[config.mk]
export PLATFORM = sky130hd
export DESIGN_NAME = sfe_chan
export DESIGN_NICKNAME = d
export VERILOG_FILES = /design/src/rtl/sfe_pkg.sv /design/src/rtl/sfe_chan.sv
export SDC_FILE = /design/constraint.sdc
export NUM_CORES = 2
export LEC_CHECK = 0
export BUFFER_PORTS_ARGS = -buffer_cell sky130_fd_sc_hd__buf_2
export CAP_MARGIN = 0
export CORE_UTILIZATION = 50
export DETAILED_ROUTE_END_ITERATION = 10
export PLACE_DENSITY = 0.66
export SETUP_SLACK_MARGIN = 0.15
export SLEW_MARGIN = 20
export SYNTH_ARGS = -nofsm -noshare
export SYNTH_HDL_FRONTEND = slang
export SYNTH_SLANG_ARGS = --single-unit
[constraint.sdc]
create_clock -name vclk -period 18.5
set_input_delay 0.925 -clock vclk [all_inputs]
set_output_delay 0.925 -clock vclk [all_outputs]
set_load 0.01 [all_outputs]
[src/rtl/sfe_pkg.sv]
// ----------------------------------------------------------------------------
// sfe_pkg
// Shared types and constants for the stereo feedback echo: sample and gain
// types, register indexes and stream payload widths.
// ----------------------------------------------------------------------------
`default_nettype none

package sfe_pkg;

  // Q1.23 sample and Q0.15 gain
  localparam int SAMPLE_W = 24;
  localparam int GAIN_W   = 15;
  localparam int DELAY_W  = 17;

  typedef logic signed [SAMPLE_W-1:0] sample_t;
  typedef logic        [GAIN_W-1:0]   gain_t;

  localparam sample_t SAMPLE_MAX = 24'sh7FFFFF;
  localparam sample_t SAMPLE_MIN = 24'sh800000;

  // gains handed from the register file to the channel datapaths
  typedef struct packed {
    gain_t fb;
    gain_t wet;
    gain_t dry;
  } gain_set_t;

  // configuration port; indexes above the last register are ignored
  localparam int CFG_AW = 3;
  localparam int CFG_DW = DELAY_W;

  localparam logic [CFG_AW-1:0] REG_DELAY_LENGTH  = 3'd0;
  localparam logic [CFG_AW-1:0] REG_FEEDBACK_GAIN = 3'd1;
  localparam logic [CFG_AW-1:0] REG_WET_GAIN      = 3'd2;
  localparam logic [CFG_AW-1:0] REG_DRY_GAIN      = 3'd3;

  // register reset values
  localparam int    DELAY_RST = 12000;
  localparam gain_t FB_RST    = 15'd2621;
  localparam gain_t WET_RST   = 15'd9175;
  localparam gain_t DRY_RST   = 15'd29557;

  // history depth default
  localparam int DEPTH_DEF = 131072;

  // stream payload: two samples, left in the low bits
  localparam int FRAME_W = 2 * SAMPLE_W;

endpackage

`default_nettype wire

[src/rtl/sfe_chan.sv]
// ----------------------------------------------------------------------------
// sfe_chan
// One channel of the echo datapath: output mix dry*x + wet*delayed and the
// history value x + fb*delayed, each rounded half up and saturated to Q1.23.
// ----------------------------------------------------------------------------
`default_nettype none

module sfe_chan (
  input  wire sfe_pkg::sample_t   x,
  input  wire sfe_pkg::sample_t   delayed,
  input  wire sfe_pkg::gain_set_t gains,
  output      sfe_pkg::sample_t   y,
  output      sfe_pkg::sample_t   store
);

  logic signed [39:0] p_dry, p_wet, p_fb;
  logic signed [40:0] acc, acc_rnd;
  logic signed [39:0] fb_rnd;
  logic signed [25:0] y_q;
  logic signed [24:0] fb_q;
  logic signed [25:0] store_q;

  function automatic sfe_pkg::sample_t sat(input logic signed [25:0] v);
    sfe_pkg::sample_t r;
    if (v > 26'(sfe_pkg::SAMPLE_MAX)) begin
      r = sfe_pkg::SAMPLE_MAX;
    end else if (v < 26'(sfe_pkg::SAMPLE_MIN)) begin
      r = sfe_pkg::SAMPLE_MIN;
    end else begin
      r = sfe_pkg::sample_t'(v);
    end
    return r;
  endfunction

  // Q1.23 x Q0.15 products
  assign p_dry = $signed({1'b0, gains.dry}) * x;
  assign p_wet = $signed({1'b0, gains.wet}) * delayed;
  assign p_fb  = $signed({1'b0, gains.fb})  * delayed;

  // output mix: full-precision sum, add half, floor shift
  assign acc     = 41'(p_dry) + 41'(p_wet);
  assign acc_rnd = acc + 41'sd16384;
  assign y_q     = 26'(acc_rnd >>> 15);
  assign y       = sat(y_q);

  // feedback into history
  assign fb_rnd  = p_fb + 40'sd16384;
  assign fb_q    = 25'(fb_rnd >>> 15);
  assign store_q = 26'(fb_q) + 26'(x);
  assign store   = sat(store_q);

endmodule

`default_nettype wire

* Yosys cells after proc, flatten, opt, wreduce, memory -nomap -nowiden
Index checks and enable logic that the tools add are counted.
** Cells by class
- Add/subtract/negate cells :: 4
- Multiply operators :: 3
- Order comparisons :: 4
- Muxes and demuxes :: 4
** Operator list (count)
- $mul 16x24->40 :: 3
- $mux 24 :: 4
- $gt 26x24->1 const B :: 2
- $lt 26x24->1 const B :: 2
- $add 40x40->41 :: 1
- $add 41x16->41 const B :: 1
- $add 40x16->40 const B :: 1
- $add 25x24->26 :: 1
** Storage, ports and cells
- Register bits :: 0
- Input port bits :: 93
- Output and inout port bits :: 48
- Word-level logic and storage cells :: 15

* Depth between registers and ports, before layout
- Depth in word-level cells :: 6
- Gate-level depth with buffers :: 35
- Depth with buffers taken out :: 32

* Least setup slack after synthesis
OpenSTA, ideal clock, no wires.
- Path type :: in2out
- Start :: in delayed[15]
- End :: out store[15]
- Data arrival time :: 8.658 ns
- Data required time :: 17.575 ns
- Path slack :: 8.917 ns
- Stages :: 31
- Buffers on the path :: 2
- Path through :: clkbuf_1 -> nand2_1 -> fa_1 -> fa_1 -> fa_1 -> inv_1 -> fa_1 -> fa_1 -> inv_1 -> fa_1 -> inv_1 -> ha_1 -> a21o_1 -> a21o_1 -> a211oi_1 -> nand2_1 -> o211a_1 -> o31a_1 -> o21a_1 -> nor2_1 -> ha_1 -> a21o_1 -> a21o_1 -> a21o_1 -> a221o_1 -> or4_1 -> a31o_2 -> a31oi_1 -> o221ai_2 -> buf_2 -> o211ai_1
** On the way
- Cells in the longest elaborated chain, start to end :: 6
- Elaborated cells between the ends (all ways) :: 7
- Those cells by class :: add/sub (2); mul (1); order compare (2); mux (2)
** RTL lines
- from (decl) :: RTL line sfe_chan.sv:10 : input wire sfe_pkg::sample_t delayed,
- $mul 16x24->40 * :: RTL line sfe_chan.sv:38 : assign p_fb = $signed({1'b0, gains.fb}) * delayed;
- $add 40x16->40 * :: RTL line sfe_chan.sv:47 : assign fb_rnd = p_fb + 40'sd16384;
- $add 25x24->26 * :: RTL line sfe_chan.sv:49 : assign store_q = 26'(fb_q) + 26'(x);
- $lt 26x24->1 :: RTL line sfe_chan.sv:27 : end else if (v < 26'(sfe_pkg::SAMPLE_MIN)) begin
- $mux 24 :: RTL line sfe_chan.sv:27
- $mux 24 * :: RTL line sfe_chan.sv:25 : if (v > 26'(sfe_pkg::SAMPLE_MAX)) begin
- to (decl) :: RTL line sfe_chan.sv:13 : output sfe_pkg::sample_t store
Mark *: on every way between the ends. The rest lies on a longest branch, timed or not.

* Worst setup path after layout
- Start :: in delayed[15]
- End :: out store[2]
The elaborated chain is that of the path after synthesis.

==> impl_metrics.json <==
{
  "fin_crit_sh_pct": 62.4,
  "place_congestion": 0.880,
  "dieArea_mm2": 0.0830,
  "ys_types": 69,
  "hpwl_um": 82300,
  "dieHeight_um": 288,
  "regArea_um2": 0,
  "antenna_found_initial": 2,
  "drt-initial-drc-count": 1354,
  "crit_path_max_incr_delay_ns": 0.67,
  "fp.dieW_um": 288,
  "finalSetupViolCount": 0,
  "outcome": "complete, but fails checks",
  "holdCritStartpoint": "x[23]",
  "crit_arrival_ns": 10.62,
  "crit_slowest_cell": "a2111oi_0",
  "vias": 29000,
  "final_hold_viol_count": 0,
  "postRouteAntennaNets": 0,
  "syn_area_mm2": 0.0409,
  "final.min_clock_period_ns": 11.54,
  "nFillCells": 7519,
  "drc": 6,
  "drive_gt1_share_pct": 3.70,
  "startpoint_type": "input port",
  "gr-usage-all-layers_pct": 25.1,
  "crit_required_ns": 17.57,
  "path_class": "input port to output pin",
  "flops_and_latches": 0,
  "mostFrequentLayoutCells": "1284 x inv_1, 1123 x fa_1, 637 x nand2_1",
  "critPathMaxFanout": 30,
  "n_antenna_cell": 0,
  "drt-pass1-iter-count": 10,
  "hold_buffers": 0,
  "clock_buffers": 0,
  "drv_cap": 0,
  "avgSynthCellArea_um2": 9.01,
  "via_per_inst": 5.23,
  "violations": "DRC",
  "port_buffers": 141,
  "fp-row-count": 104,
  "finalMaxSlewViolations": 0,
  "areaGrowthSynthToFinish_pct": 3.16,
  "min_path_cells": 5,
  "layout.nets": 6030,
  "rsz0062_at_grt": "no",
  "cts_resized": 0,
  "clock.fmax_mhz": 86.7,
  "io_pins": 141,
  "slew-limit-headroom_pct": 41.4,
  "seq_area_frac_synth_pct": 0,
  "post_cts_buffers": 0,
  "hold_slack_ns": 2.83,
  "holdPathEnd": "store[23]",
  "grt_start_max_net_pins": 31,
  "final_common_cell": "inv_1",
  "syn_inst": 4543,
  "yosysWarnings": 0,
  "worstSetupEndpointType": "output pin",
  "tightest_slew_ns": 0.879,
  "initial_core_util_pct": 50.7,
  "wire_per_inst_um": 17.6,
  "holdCritPathClass": "input port to output pin",
  "setup_tns_ns": 0,
  "crit_top_cell": "fa_1",
  "grt_pass1_wl_um": 164000,
  "coreArea_mm2": 0.0808,
  "grt-ovfl-total": 0,
  "grt_pass1_vias": 31300,
  "synthesis.nets": 6087,
  "routed_wl_um": 97400
}
==> area by class of cell <==
class / instances / area [um2] / share of cell area [%]
Multi-Input combinational cell: 3054 / 35300 / 83.7
Inverter: 1284 / 4820 / 11.4
Timing Repair Buffer: 146 / 747 / 1.77
Tap cell: 1060 / 1330 / 3.14
==> cell usage after synthesis (all sizes together), types with 3 or more instances <==
cell	instances	area, um2
a2111o	3	33.8
a2111oi	4	41.3
a211o	3	26.3
a211oi	5	37.5
a21boi	3	22.5
a21o	57	428
a21oi	71	370
a221o	4	40.0
a221oi	3	38.8
a31o	4	35.0
a31oi	9	56.3
and2	480	3000
and3	13	81.3
and4	6	52.6
buf	14	85.1
clkbuf	191	717
fa	1123	22500
ha	328	4100
inv	1284	4820
nand2	637	2390
nand2b	7	43.8
nand3	11	55.1
nand4	12	75.1
nor2	39	146
nor2b	8	50.1
nor3	16	80.1
o211ai	29	223
o21a	16	121
o21ai	36	184
o21bai	11	82.6
or3	3	18.8
or4	3	22.5
xnor2	53	464
xor2	29	254
==> worst max-delay path: cells and delay by family <==
family                   cells  cell delay [ns]
AO/OA/AOI/OAI               12             3.57
XOR/XNOR                     1             0.15
adder cells (fa/ha/maj)      8             3.70
buffers and inverters        7             1.26
AND/OR/NAND/NOR              5             0.97
==> worst max-delay path by stage <==
stage           startpoint         to  slack (ns)  cells past startpoint
3_5_place_dp   delayed[15]  store[12]        6.95                     32
5_1_grt        delayed[15]   store[2]        6.42                     33
2_1_floorplan  delayed[15]  store[15]        8.92                     31
4_1_cts        delayed[15]  store[12]        6.90                     32
3_3_place_gp   delayed[15]   store[3]        7.24                     32
6_report       delayed[15]   store[2]        6.96                     33
==> logic make-up (layout without fill, tap and decap cells) <==
group                      after synthesis  count (layout)  share of synthesized area, %
xor gates and xnor gates                82              82                          1.75
muxes                                    2               2                        0.0519
AOI/OAI and AO/OA                      278             278                          4.73
buffers and inverters                 1489            1430                          13.7
and+or+nand+nor                       1241            1241                          14.8
adders and majority gates             1451            1451                          64.9
==> metal layers <==
layer  GRT usage, %  vias up  share of wire [%]
met5              0        -              0.013
met4           6.44        2                3.2
met3           2.20      143                4.6
met2           45.1      699                 52
met1           32.5    15200                 40
li1               -    12900                  -
==> through the flow <==
stage                     cell area [um2]  setup slack (ns)  util, %  cells
after floorplan                     40900              8.92        -   4543
after global placement              42200              7.24     52.2   5543
after detailed placement            42200              6.95     52.2   5543
after CTS                           42200              6.90     52.2   5543
after global routing                42200              6.42     52.3   5544
final                               42200              6.96     52.3   5544
Power is not shown: default switching activity piles up to over one toggle a cycle in this logic, so the estimate is an artifact.
