### src/rtl/sfe_pkg.sv
// ----------------------------------------------------------------------------
// sfe_pkg
// Shared types and constants for the stereo feedback echo: sample and gain
// types, register indexes and stream payload widths.
// ----------------------------------------------------------------------------
`default_nettype none

package sfe_pkg;

  // Q1.23 sample and Q0.15 gain
  localparam int SAMPLE_W = 24;
  localparam int GAIN_W   = 15;
  localparam int DELAY_W  = 17;

  typedef logic signed [SAMPLE_W-1:0] sample_t;
  typedef logic        [GAIN_W-1:0]   gain_t;

  localparam sample_t SAMPLE_MAX = 24'sh7FFFFF;
  localparam sample_t SAMPLE_MIN = 24'sh800000;

  // gains handed from the register file to the channel datapaths
  typedef struct packed {
    gain_t fb;
    gain_t wet;
    gain_t dry;
  } gain_set_t;

  // configuration port; indexes above the last register are ignored
  localparam int CFG_AW = 3;
  localparam int CFG_DW = DELAY_W;

  localparam logic [CFG_AW-1:0] REG_DELAY_LENGTH  = 3'd0;
  localparam logic [CFG_AW-1:0] REG_FEEDBACK_GAIN = 3'd1;
  localparam logic [CFG_AW-1:0] REG_WET_GAIN      = 3'd2;
  localparam logic [CFG_AW-1:0] REG_DRY_GAIN      = 3'd3;

  // register reset values
  localparam int    DELAY_RST = 12000;
  localparam gain_t FB_RST    = 15'd2621;
  localparam gain_t WET_RST   = 15'd9175;
  localparam gain_t DRY_RST   = 15'd29557;

  // history depth default
  localparam int DEPTH_DEF = 131072;

  // stream payload: two samples, left in the low bits
  localparam int FRAME_W = 2 * SAMPLE_W;

endpackage

`default_nettype wire

### src/rtl/sfe_cfg.sv
// ----------------------------------------------------------------------------
// sfe_cfg
// Register file for the echo: delay length (clamped to 1..DEPTH-1 as it is
// written) and the three Q0.15 gains.
// ----------------------------------------------------------------------------
`default_nettype none

module sfe_cfg #(
  parameter int DEPTH = sfe_pkg::DEPTH_DEF
) (
  input  wire logic                          clk,
  input  wire logic                          rst_n,
  input  wire logic                          cfg_we,
  input  wire logic [sfe_pkg::CFG_AW-1:0]    cfg_addr,
  input  wire logic [sfe_pkg::CFG_DW-1:0]    cfg_wdata,
  output      logic [$clog2(DEPTH)-1:0]      delay,
  output      sfe_pkg::gain_set_t            gains
);

  localparam int AW = $clog2(DEPTH);
  localparam int CW = (AW > sfe_pkg::DELAY_W) ? AW : sfe_pkg::DELAY_W;
  localparam logic [CW-1:0] DMAX = CW'(DEPTH - 1);
  localparam int DLY_RST_I = (sfe_pkg::DELAY_RST > DEPTH - 1) ? DEPTH - 1
                                                              : sfe_pkg::DELAY_RST;
  localparam logic [AW-1:0] DLY_RST = AW'(DLY_RST_I);

  logic [AW-1:0]        delay_r, delay_nxt;
  sfe_pkg::gain_set_t   gains_r, gains_nxt;
  logic [CW-1:0]        dly_ext;
  logic [AW-1:0]        dly_clamped;

  // clamp the written delay to 1..DEPTH-1
  always_comb begin
    dly_ext = CW'(cfg_wdata[sfe_pkg::DELAY_W-1:0]);
    if (dly_ext == '0) begin
      dly_clamped = AW'(1);
    end else if (dly_ext > DMAX) begin
      dly_clamped = AW'(DMAX);
    end else begin
      dly_clamped = AW'(dly_ext);
    end
  end

  // decode the register index
  always_comb begin
    delay_nxt = delay_r;
    gains_nxt = gains_r;
    if (cfg_we) begin
      unique case (cfg_addr)
        sfe_pkg::REG_DELAY_LENGTH:  delay_nxt     = dly_clamped;
        sfe_pkg::REG_FEEDBACK_GAIN: gains_nxt.fb  = cfg_wdata[sfe_pkg::GAIN_W-1:0];
        sfe_pkg::REG_WET_GAIN:      gains_nxt.wet = cfg_wdata[sfe_pkg::GAIN_W-1:0];
        sfe_pkg::REG_DRY_GAIN:      gains_nxt.dry = cfg_wdata[sfe_pkg::GAIN_W-1:0];
        default: ;
      endcase
    end
  end

  always_ff @(posedge clk) begin
    if (!rst_n) begin
      delay_r     <= DLY_RST;
      gains_r.fb  <= sfe_pkg::FB_RST;
      gains_r.wet <= sfe_pkg::WET_RST;
      gains_r.dry <= sfe_pkg::DRY_RST;
    end else begin
      delay_r <= delay_nxt;
      gains_r <= gains_nxt;
    end
  end

  assign delay = delay_r;
  assign gains = gains_r;

endmodule

`default_nettype wire

### config.mk
export PLATFORM = sky130hd
export DESIGN_NAME = sfe_cfg
export DESIGN_NICKNAME = d
export VERILOG_FILES = /design/src/rtl/sfe_pkg.sv /design/src/rtl/sfe_cfg.sv
export SDC_FILE = /design/constraint.sdc
export NUM_CORES = 1
export LEC_CHECK = 0
export BUFFER_PORTS_ARGS = -buffer_cell sky130_fd_sc_hd__buf_2
export CAP_MARGIN = 30
export CORE_ASPECT_RATIO = 1.1
export CORE_MARGIN = 3
export CORE_UTILIZATION = 44
export DETAILED_ROUTE_END_ITERATION = 8
export PLACE_DENSITY = 0.72
export SYNTH_ARGS = -nofsm -noshare
export SYNTH_HDL_FRONTEND = slang
export SYNTH_SLANG_ARGS = --single-unit
### constraint.sdc
create_clock -name clk -period 1.4 [get_ports clk]
set_input_delay 0.14 -clock clk [delete_from_list [all_inputs] [get_ports clk]]
set_output_delay 0.14 -clock clk [all_outputs]
set_load 0.005 [all_outputs]
# --- Yosys cells after proc, flatten, opt, wreduce, memory -nomap -nowiden ---
# Index checks and enable logic that the tools add are counted.
# W data, S select, Z words.
word_totals:
  reg_bits: 62
  out_inout_bits: 62
  input_bits: 23
op_classes:
  mux: 2
  n_lt_le_gt_ge: 1
  n_reduce_logical: 6
  eq_ne: 3
op_table:
  columns: ["op", "count"]
  rows:
  - ["$mux W17", 2]
  - ["$gt A17 B17 Y1 const B", 1]
  - ["$logic_not A17 Y1", 1]
  - ["$reduce_and A2 Y1", 4]
  - ["$eq A3 B2 Y1 const B", 2]
  - ["$eq A3 B1 Y1 const B", 1]
  - ["$logic_not A3 Y1", 1]

# --- Depth between registers and ports, before layout ---
# Gate-level depths: netlist (run 1).
logic_depth:
  word_depth: 3
  ltp_mapped: 5

# --- Worst setup path before layout (run 1) ---
# Ideal clock, no wire load.
synth_timing:
  kind: "input-to-reg"
  startpoint: "input cfg_addr[1] in the netlist's numbering"
  endpoint: "register delay_r[0], in the netlist delay[0]"
  path_slack_ps: 179
  required_ps: 1278
  path_stages: 4
  setup_time_ps: 122
  arrival_time_ps: 1099
  path_cell_list: "or4b_1 > buf_6 > a311oi_2 > nor3_1"
synth_between:
  elab_chain_cells: 2
synth_lines:
  columns: ["item", "line", "text"]
  rows:
  - ["start, declared", "sfe_cfg.sv:14", "input wire logic [sfe_pkg::CFG_AW-1:0] cfg_addr,"]
  - ["$logic_not A3 Y1", "sfe_cfg.sv:49", "unique case (cfg_addr)"]
  - ["$reduce_and A2 Y1 (no source line)", null, null]
  - ["end signal, assigned", "sfe_cfg.sv:66", "delay_r <= delay_nxt;"]
  - ["end, declared", "sfe_cfg.sv:27", "logic [AW-1:0] delay_r, delay_nxt;"]
# No other way between the ends.
# A chain may end at the register's enable or synchronous reset.

# --- Worst setup path after layout (run 1) ---
layout_timing:
  startpoint: "input cfg_addr[1] in the netlist's numbering"
  endpoint: "register delay_r[4], in the netlist delay[4]"
# Same word-level chain as after synthesis.

==> results of run 1 <==
==> cells by family after synthesis <==
family / after synthesis / synth area share (%)
AND/OR/NAND/NOR: 169 / 32.58
flip-flops: 62 / 53.51
AO/OA/AOI/OAI: 31 / 10.25
buffers and inverters: 17 / 3.667
==> worst max-delay path by stage <==
stage	from	endpoint	slack, ps	depth (start not counted)
after detailed placement	cfg_addr[1]	delay[4]$_SDFFE_PN0P_	60	5
final	cfg_addr[1]	delay[4]$_SDFFE_PN0P_	400	5
after global placement	cfg_addr[1]	delay[5]$_SDFFE_PN1P_	80	5
after floorplan	cfg_addr[1]	delay[0]$_SDFFE_PN0P_	180	4
after CTS	cfg_addr[1]	delay[4]$_SDFFE_PN0P_	420	5
after global routing	cfg_addr[1]	delay[16]$_SDFFE_PN0P_	350	5
==> metrics by stage <==
step	area (um2)	hold slack [ps]	std cells
final	3008	79.32	435
after global routing	3008	89.53	435
after CTS	3008	61.09	435
after detailed placement	2840	422.3	419
after global placement	2840	415.7	419
after floorplan	2320	264.0	279
==> worst max-delay path, delay by kind of cell <==
family / cells / cell delay (ps)
buf+inv: 2 / 310
compound gates: 1 / 80
simple gates: 2 / 680
==> cell type report <==
cell class	instances	area share [%]
flip-flops and latches	62	41.26
multi-input cells	200	33.03
repair buffers	99	17.72
well taps	58	2.413
clock inverters	4	0.7488
clock buffers	12	4.825
==> state kept, by name, indices dropped and copies added, names as in the netlist <==
signal  count
delay      17
gains      45
==> cells in the final DEF, fill, tap and decap left out, drive strengths merged <==
cell type  synthesis  final
a211oi             1      1
a21boi            28     28
a311oi             1      1
and4b              1      1
and4bb             2      2
buf                8     99
clkbuf             9     12
clkinv             0      3
clkinvlp           0      1
dfxtp             62     62
nand2            122    122
nand3             33     33
nand4b             1      1
nand4bb            2      2
nor2               1      1
nor3               2      2
nor4               3      3
nor4b              1      1
o21ai              1      1
or4b               1      1
==> power groups by stage <==
| stage | Clock, mW | Combinational (mW) | Sequential, mW |
|---|---|---|---|
| 6_report | 1.34 | 0.305 | 1.84 |
| 2_1_floorplan | 0 | 0.127 | 1.88 |
| 5_1_grt | 1.46 | 0.341 | 1.85 |
| 3_3_place_gp | 0 | 0.301 | 1.88 |
| 3_5_place_dp | 0 | 0.304 | 1.88 |
| 4_1_cts | 1.38 | 0.306 | 1.84 |
==> layer usage <==
layer | vias up | global-route usage (%) | routed length, um
li1 | 1104 | - | -
met1 | 1028 | 28.38 | 2908
met2 | 69 | 33.36 | 2914
met3 | 13 | 6.780 | 423
met4 | 0 | 9.266 | 128
met5 | - | 0 | 0
==> results_dict.tcl, run 1 <==
set metrics [dict create \
    vias 2214 \
    crit_type "input port to flop" \
    grt_pass1_wl_um 10010 \
    crit_chain "buf_2 -> or4b_1 -> buf_4 -> nand2_1 -> a21boi_0" \
    synth_most_common_cell "nand2_1" \
    fin_tns_setup_ps 0 \
    comb_power_share_pct 8.7 \
    ys_types 20 \
    fin_nets 395 \
    fill_cells 473 \
    reg2reg_to "delay[0]$_SDFFE_PN0P_" \
    die-width_um 75.23 \
    worstHoldPathCells 3 \
    cts_root_buffer "clkbuf_8" \
    portBuffers 84 \
    yosysSeqAreaShare_pct 53.51 \
    hp-start "cfg_wdata[15]" \
    setup_slack_ps 395.5 \
    p_sw_share_pct 24.71 \
    max_freq_ghz 0.9956 \
    endpoint_kind "flop" \
    grt_setup_unrepaired "no" \
    antenna_found_initial 0 \
    finalHoldViolCount 0 \
    netlist_area_um2 2320 \
    synth_area_leaders "dfxtp_1 54%, nand2_1 20%, a21boi_0 9.1%, nand3_1 7.1%, clkbuf_1 1.5%" \
    crit_path_top_delay_cell "or4b_1" \
    ys_async_sr_fraction_pct 0 \
    clockPowerShare_pct 38.5 \
    worst_pin_slew_ps 355.2 \
    vdd_drop_max_mv 0.7496 \
    place_hpwl_um 4545 \
    clk_pin_slew_worst_paths_ps 60 \
    cap_violations 0 \
    rr_worst_depth 2 \
    dr.first_iter.drc_count 133 \
    final.min_clock_period_ps 1004 \
    grt_use_total_pct 21.80 \
    cellPowerDensity_nw_per_um2 1161 \
    hold_class "input port to flop" \
    pwr-share-seq_pct 52.8 \
    avgSynthCellArea_um2 8.314 \
    place_ws_ps 57.06 \
    grt_max_degree 20 \
    h-tree-depth 3 \
    cts_hold_buf 0 \
    status "finished clean" \
    synthCells 279 \
    grt-ovfl-total 0 \
    synth_flop_cell "dfxtp_1" \
    boundaryPins 85 \
    slew_violations 0 \
    viasPerCell 5.090 \
    insertion_delay_ps 330 \
    ff2ff_setup_slack_ps 750 \
    core.rowCount 27 \
    wl_per_cell_um 14.66 \
    final_layout_size_suffix_gt1_share_pct 31.03 \
    grt_pass1_vias 2120 \
    postCtsSetupRepairBufs 0 \
    yosysWarnings 0 \
    utilization_pct 59.36 \
    ys_top_cells_by_count "122 x nand2_1, 62 x dfxtp_1, 33 x nand3_1" \
    synth_top_area_share_pct 53.51 \
    maxSlewHeadroom_pct 76.10 \
    ant_nets 0 \
    first_pass_iters 4 \
    floorplan.initialDensity_pct 45.78 \
    ys_ff_latch 62 \
    cts_sinks 62 \
    core_um2 5067 \
    cts_buffer_depth 2 \
    n_antenna_cell 0 \
    synth_nets 302 \
    internal_power_mw 2.628 \
    critPathRequiredTime_ps 1620 \
    fp.dieArea_um2 6181 \
    crit_arrival_ps 1220 \
    power.total_mw 3.491 \
    multi_input_area_um2 993.5 \
    start_kind "input port" \
    min_period_over_period_pct 71.75 \
    max_stage_delay_ps 620 \
    synth_largest_area_cell "dfxtp_1" \
    wl_um 6375 \
    regArea_um2 1241 \
    synth_enable_flop_cells 0 \
    clock_skew_ps 0 \
    gp_congestion 0.7685 \
    cp_max_fo 7 \
    p_leak_nw 1.377 \
    setup_viol 0 \
    numCtsBuffers 9 \
    die-height_um 82.16 \
    area_growth_pct 29.67 \
    hold_path_end "delay[15]$_SDFFE_PN0P_" \
    cts_resized 0 \
    power.switching_mw 0.8626 \
    cts_tree "yes" \
    r2r-start "delay[0]$_SDFFE_PN0P_" \
    drc 0 \
]
Note: power is estimated with default switching activity, not from simulation.
==> run 2, diff against run 1 <==
==> constraint.sdc (replaced) <==
create_clock -name clk -period 1 [get_ports clk]
set_input_delay 0.1 -clock clk [delete_from_list [all_inputs] [get_ports clk]]
set_output_delay 0.1 -clock clk [all_outputs]
set_load 0.005 [all_outputs]
==> run 2 against run 1 <==
Count of clock-buffer cells in the layout shrank 2. Critical path depth is the same. Sequential cell count is the same. Highest routed layer unchanged. Largest cell class unchanged. Clock power grew 63%.
==> results_dict.tcl, run 2 (synthesis gave the netlist of run 1 again) <==
set metrics [dict create \
    status "finished clean" \
    layout_common_cells "122 x nand2_1, 84 x buf_2, 62 x dfxtp_1, 33 x nand3_1, 28 x buf_4" \
    cts_root_buffer "clkbuf_8" \
    fin_tns_setup_ps 0 \
    final.min_clock_period_ps 929.0 \
    fin_nets 411 \
    hold_class "input port to flop" \
    min_period_over_period_pct 92.90 \
    wl_met2_um 3557 \
    die-height_um 82.16 \
    antenna_found_initial 0 \
    grt_pass1_vias 2215 \
    ff2ff_setup_slack_ps 330 \
    cts_tree "yes" \
    finalHoldViolCount 0 \
    clk_pin_slew_worst_paths_ps 70 \
    core.rowCount 27 \
    r2r-start "delay[0]$_SDFFE_PN0P_" \
    portBuffers 84 \
    grt_max_degree 18 \
    cp_max_fo 7 \
    endpoint_kind "flop" \
    p_leak_nw 1.485 \
    grt_pass1_wl_um 10990 \
    boundaryPins 85 \
    reg2reg_to "delay[0]$_SDFFE_PN0P_" \
    crit_type "input port to flop" \
    dr.first_iter.drc_count 177 \
    die-width_um 75.23 \
    n_antenna_cell 0 \
    utilization_pct 63.26 \
    drc 0 \
    fill_cells 466 \
    floorplan.initialDensity_pct 45.78 \
    setup_viol 0 \
    placedInstanceArea_um2 3002 \
    gp_congestion 0.8321 \
    h-tree-depth 3 \
    vdd_drop_max_mv 0.8480 \
    power.total_mw 5.252 \
    fp.dieArea_um2 6181 \
    setup_slack_ps 70.99 \
    clock_skew_ps 0 \
    met1_length_um 2723 \
    place_ws_ps -268.5 \
    cts_buffer_depth 2 \
    viasPerCell 5.293 \
    max_freq_ghz 1.076 \
    wl_per_cell_um 15.32 \
    grt-ovfl-total 0 \
    wl_um 6909 \
    final_common_cell "nand2_1" \
    cts_hold_buf 0 \
    cap_violations 0 \
    worst_pin_slew_ps 343.3 \
    numCtsBuffers 9 \
    cts_sinks 62 \
    vias 2387 \
    start_kind "input port" \
    crit_end "delay[13]$_SDFFE_PN1P_" \
    crit_arrival_ps 1140 \
    final_cells 451 \
    grt_setup_unrepaired "no" \
    area_growth_pct 38.19 \
    critPathLaunch "cfg_addr[2]" \
    first_pass_iters 5 \
    timing.hold.ws_ps 34.94 \
    insertion_delay_ps 330 \
    maxSlewHeadroom_pct 76.90 \
    final_layout_size_suffix_gt1_share_pct 34.86 \
    rr_worst_depth 2 \
    grt_use_total_pct 24.07 \
    ant_nets 0 \
    core_um2 5067 \
    dp_cells 435 \
    cellPowerDensity_nw_per_um2 1638 \
    largest_reg_flops 45 \
    slew_violations 0 \
    wl_met3_um 468 \
    final_area_um2 3206 \
    critPathRequiredTime_ps 1210 \
    place_hpwl_um 5088 \
    dr.max_layer_used "met4" \
    hp-start "cfg_wdata[15]" \
]
-- run 2: cell types whose count changed in the layout (fill, tap and decap cells not counted), moves of 2 or more --
cell / before / now
clkbuf_1: 2 / 0
a21boi_1: 0 / 3
buf_4: 15 / 28
buf_12: 0 / 3
a21boi_0: 28 / 25
-- run 2: power breakdown --
| group | internal (mW) | total [mW] | switching (mW) |
|---|---|---|---|
| clock network | 1.21 | 2.18 | 0.973 |
| registers | 2.54 | 2.58 | 0.0372 |
| logic | 0.226 | 0.491 | 0.265 |
| total | 3.98 | 5.25 | 1.28 |
-- run 2: metal layers --
metal / vias up / GRT usage (%)
li1: 1143 / -
met1: 1134 / 30.71
met2: 96 / 38.94
met3: 14 / 3.632
met4: 0 / 12.94
met5: - / 0
-- run 2: cell type report --
type,instances,area [um2],share of cell area [%]
Clock buffer,10,137.6,4.294
Clock inverter,6,61.31,1.913
Multi-Input combinational cell,200,1002,31.26
Sequential cell,62,1241,38.72
Tap cell,58,72.57,2.264
Timing Repair Buffer,115,690.7,21.55
-- run 2: worst min path at each step --
stage | slack [ps] | cells after the start | endpoint
floorplan | 220 | 2 | gains[0]$_SDFFE_PN1P_
global placement | 370 | 3 | delay[15]$_SDFFE_PN0P_
detailed placement | 380 | 3 | delay[15]$_SDFFE_PN0P_
CTS | 30 | 3 | delay[15]$_SDFFE_PN0P_
global route | 50 | 3 | delay[16]$_SDFFE_PN0P_
finish | 30 | 3 | delay[15]$_SDFFE_PN0P_
-- run 2: worst max-delay path, stage by stage --
cell and delay, ps:
buf_2 110, or4b_4 600, buf_4 190, nand2_1 70, nand3_1 70
-- run 2: what timing repair did --
item | in CTS | in global routing
buffers inserted | 0 | 0
endpoints found under the hold margin | 0 | 0
setup endpoints to repair | 0 | 1
gates resized for setup | 0 | 1
==> run 3, diff against run 2 <==
--- a/config.mk
+++ b/config.mk
@@ -7,11 +7,14 @@
 export LEC_CHECK = 0
 export BUFFER_PORTS_ARGS = -buffer_cell sky130_fd_sc_hd__buf_2
 export CAP_MARGIN = 30
+export CELL_PAD_IN_SITES_DETAIL_PLACEMENT = 0
+export CELL_PAD_IN_SITES_GLOBAL_PLACEMENT = 1
 export CORE_ASPECT_RATIO = 1.1
 export CORE_MARGIN = 3
-export CORE_UTILIZATION = 44
+export CORE_UTILIZATION = 35
 export DETAILED_ROUTE_END_ITERATION = 8
-export PLACE_DENSITY = 0.72
+export PLACE_DENSITY_LB_ADDON = 0.1
+export SETUP_SLACK_MARGIN = 0.15
 export SYNTH_ARGS = -nofsm -noshare
 export SYNTH_HDL_FRONTEND = slang
 export SYNTH_SLANG_ARGS = --single-unit
==> run 3 against run 2 <==
Register-to-register slack worse by 80 ps. Sequential cell count stayed put. Clock power increased by 17%. Largest cell class unchanged.
==> results_dict.tcl, run 3 (synthesis gave the netlist of run 1 again) <==
set metrics [dict create \
    status "finished clean" \
    insertion_delay_ps 340 \
    n_antenna_cell 0 \
    critPathBufInv 2 \
    critPathRequiredTime_ps 1220 \
    area_growth_pct 61.11 \
    clock_skew_ps 0 \
    grt_max_degree 28 \
    core.rowCount 30 \
    fp.dieArea_um2 7642 \
    rr_worst_depth 3 \
    final_area_um2 3737 \
    r2r-start "delay[12]$_SDFFE_PN0P_" \
    place_hpwl_um 5384 \
    first_pass_iters 4 \
    cts_buffer_depth 2 \
    crit_type "input port to flop" \
    finalHoldViolCount 0 \
    hp-start "cfg_wdata[16]" \
    largest_reg_flops 45 \
    final_common_cell "nand2_1" \
    die-height_um 91.39 \
    regArea_um2 1319 \
    grt_use_total_pct 20.63 \
    die-width_um 83.62 \
    min_period_over_period_pct 92.10 \
    maxSlewHeadroom_pct 64.41 \
    dr.first_iter.drc_count 93 \
    setup_slack_ps 78.98 \
    hold_class "input port to flop" \
    viasPerCell 4.928 \
    grt_pass1_vias 2361 \
    fill_cells 623 \
    core_um2 6306 \
    antenna_found_initial 0 \
    slew_violations 0 \
    grt_setup_unrepaired "yes" \
    wl_per_cell_um 16.36 \
    worst_pin_slew_ps 528.9 \
    start_kind "input port" \
    grt_pass1_wl_um 12290 \
    crit_arrival_ps 1140 \
    clk_pin_slew_worst_paths_ps 70 \
    cts_tree "yes" \
    multi_input_area_um2 1107 \
    final.min_clock_period_ps 921.0 \
    power.total_mw 5.750 \
    utilization_pct 59.27 \
    cap_violations 0 \
    crit_chain "buf_6 -> or4b_4 -> clkbuf_16 -> nand2_2 -> a21boi_1" \
    layout_common_cells "107 x nand2_1, 62 x dfxtp_2, 62 x buf_2, 32 x buf_4, 27 x nand3_1" \
    ant_nets 0 \
    portBuffers 84 \
    crit_path_top_delay_cell "or4b_4" \
    numCtsBuffers 9 \
    endpoint_kind "flop" \
    placedInstanceArea_um2 3062 \
    cellPowerDensity_nw_per_um2 1539 \
    fin_nets 423 \
    gp_congestion 0.8055 \
    cp_max_fo 7 \
    h-tree-depth 3 \
    floorplan.initialDensity_pct 36.79 \
    final_layout_size_suffix_gt1_share_pct 57.53 \
    reg2reg_to "delay[12]$_SDFFE_PN0P_" \
    drc 0 \
    wl_um 7936 \
    vias 2390 \
    grt-ovfl-total 0 \
    p_leak_nw 1.632 \
    cts_sinks 62 \
    setup_viol 0 \
    critPathLaunch "cfg_addr[1]" \
    max_freq_ghz 1.086 \
    fin_tns_setup_ps 0 \
    ff2ff_setup_slack_ps 250 \
    max_stage_delay_ps 620 \
    boundaryPins 85 \
    crit_family "simple AND/OR/NAND/NOR gates" \
    vdd_drop_max_mv 0.9240 \
    worst-path-stages 5 \
    place_ws_ps -221.5 \
    crit_end "delay[12]$_SDFFE_PN0P_" \
    cts_root_buffer "clkbuf_8" \
]
[run 3: cell types whose count changed in the layout (fill, tap and decap cells not counted), sizes merged]
cell         delta
buf            +10
dlygate4sd3     +1
clkbuf          +2
clkinv          -2
bufinv          +1
[run 3: per-layer routing]
layer	share of wire, %	GRT usage [%]
met5	0	0
met4	1.2	5.228
met3	5.4	6.987
met2	46	33.22
met1	47	26.48
[run 3: repair_timing]
action / in CTS / in global routing
buffers inserted: 8 / 0
hold endpoints to repair: 1 / 0
resized for setup: 64 / 56
hold buffers: 1 / 0
gates cloned: 0 / 2
pin swaps: 0 / 18
endpoints found under the setup margin: 65 / 78
[run 3: worst min path at each step]
stage / endpoint / slack, ps / cells past startpoint
CTS: delay[16]$_SDFFE_PN0P_ / 10 / 3
global placement: delay[15]$_SDFFE_PN0P_ / 370 / 3
detailed placement: delay[15]$_SDFFE_PN0P_ / 370 / 3
floorplan: gains[0]$_SDFFE_PN1P_ / 220 / 2
finish: delay[16]$_SDFFE_PN0P_ / 30 / 3
global route: delay[16]$_SDFFE_PN0P_ / 30 / 3
[run 3: cell type report]
type                            instances  share of cell area [%]
Clock buffer                           11                   4.051
Sequential cell                        62                   35.29
Tap cell                               80                   2.678
Timing Repair Buffer                  127                   26.18
Multi-Input combinational cell        200                   29.63
Clock inverter                          5                   2.176
[run 3: worst min-delay path: cells and delay by family]
kind                   cells  cell delay (ps)
buffers and inverters      1              120
and+or+nand+nor            1               50
AOI/OAI and AO/OA          1               50
[run 3: power breakdown]
group | switching [mW] | internal, mW | total, mW
registers | 0.0427 | 2.55 | 2.60
clock network | 1.01 | 1.54 | 2.55
logic | 0.302 | 0.302 | 0.604
[run 3: metrics by stage]
stage	instances	hold slack, ps
floorplan	279	224.0
global placement	458	367.8
detailed placement	458	366.4
CTS	483	12.80
global route	485	26.86
finish	485	27.56
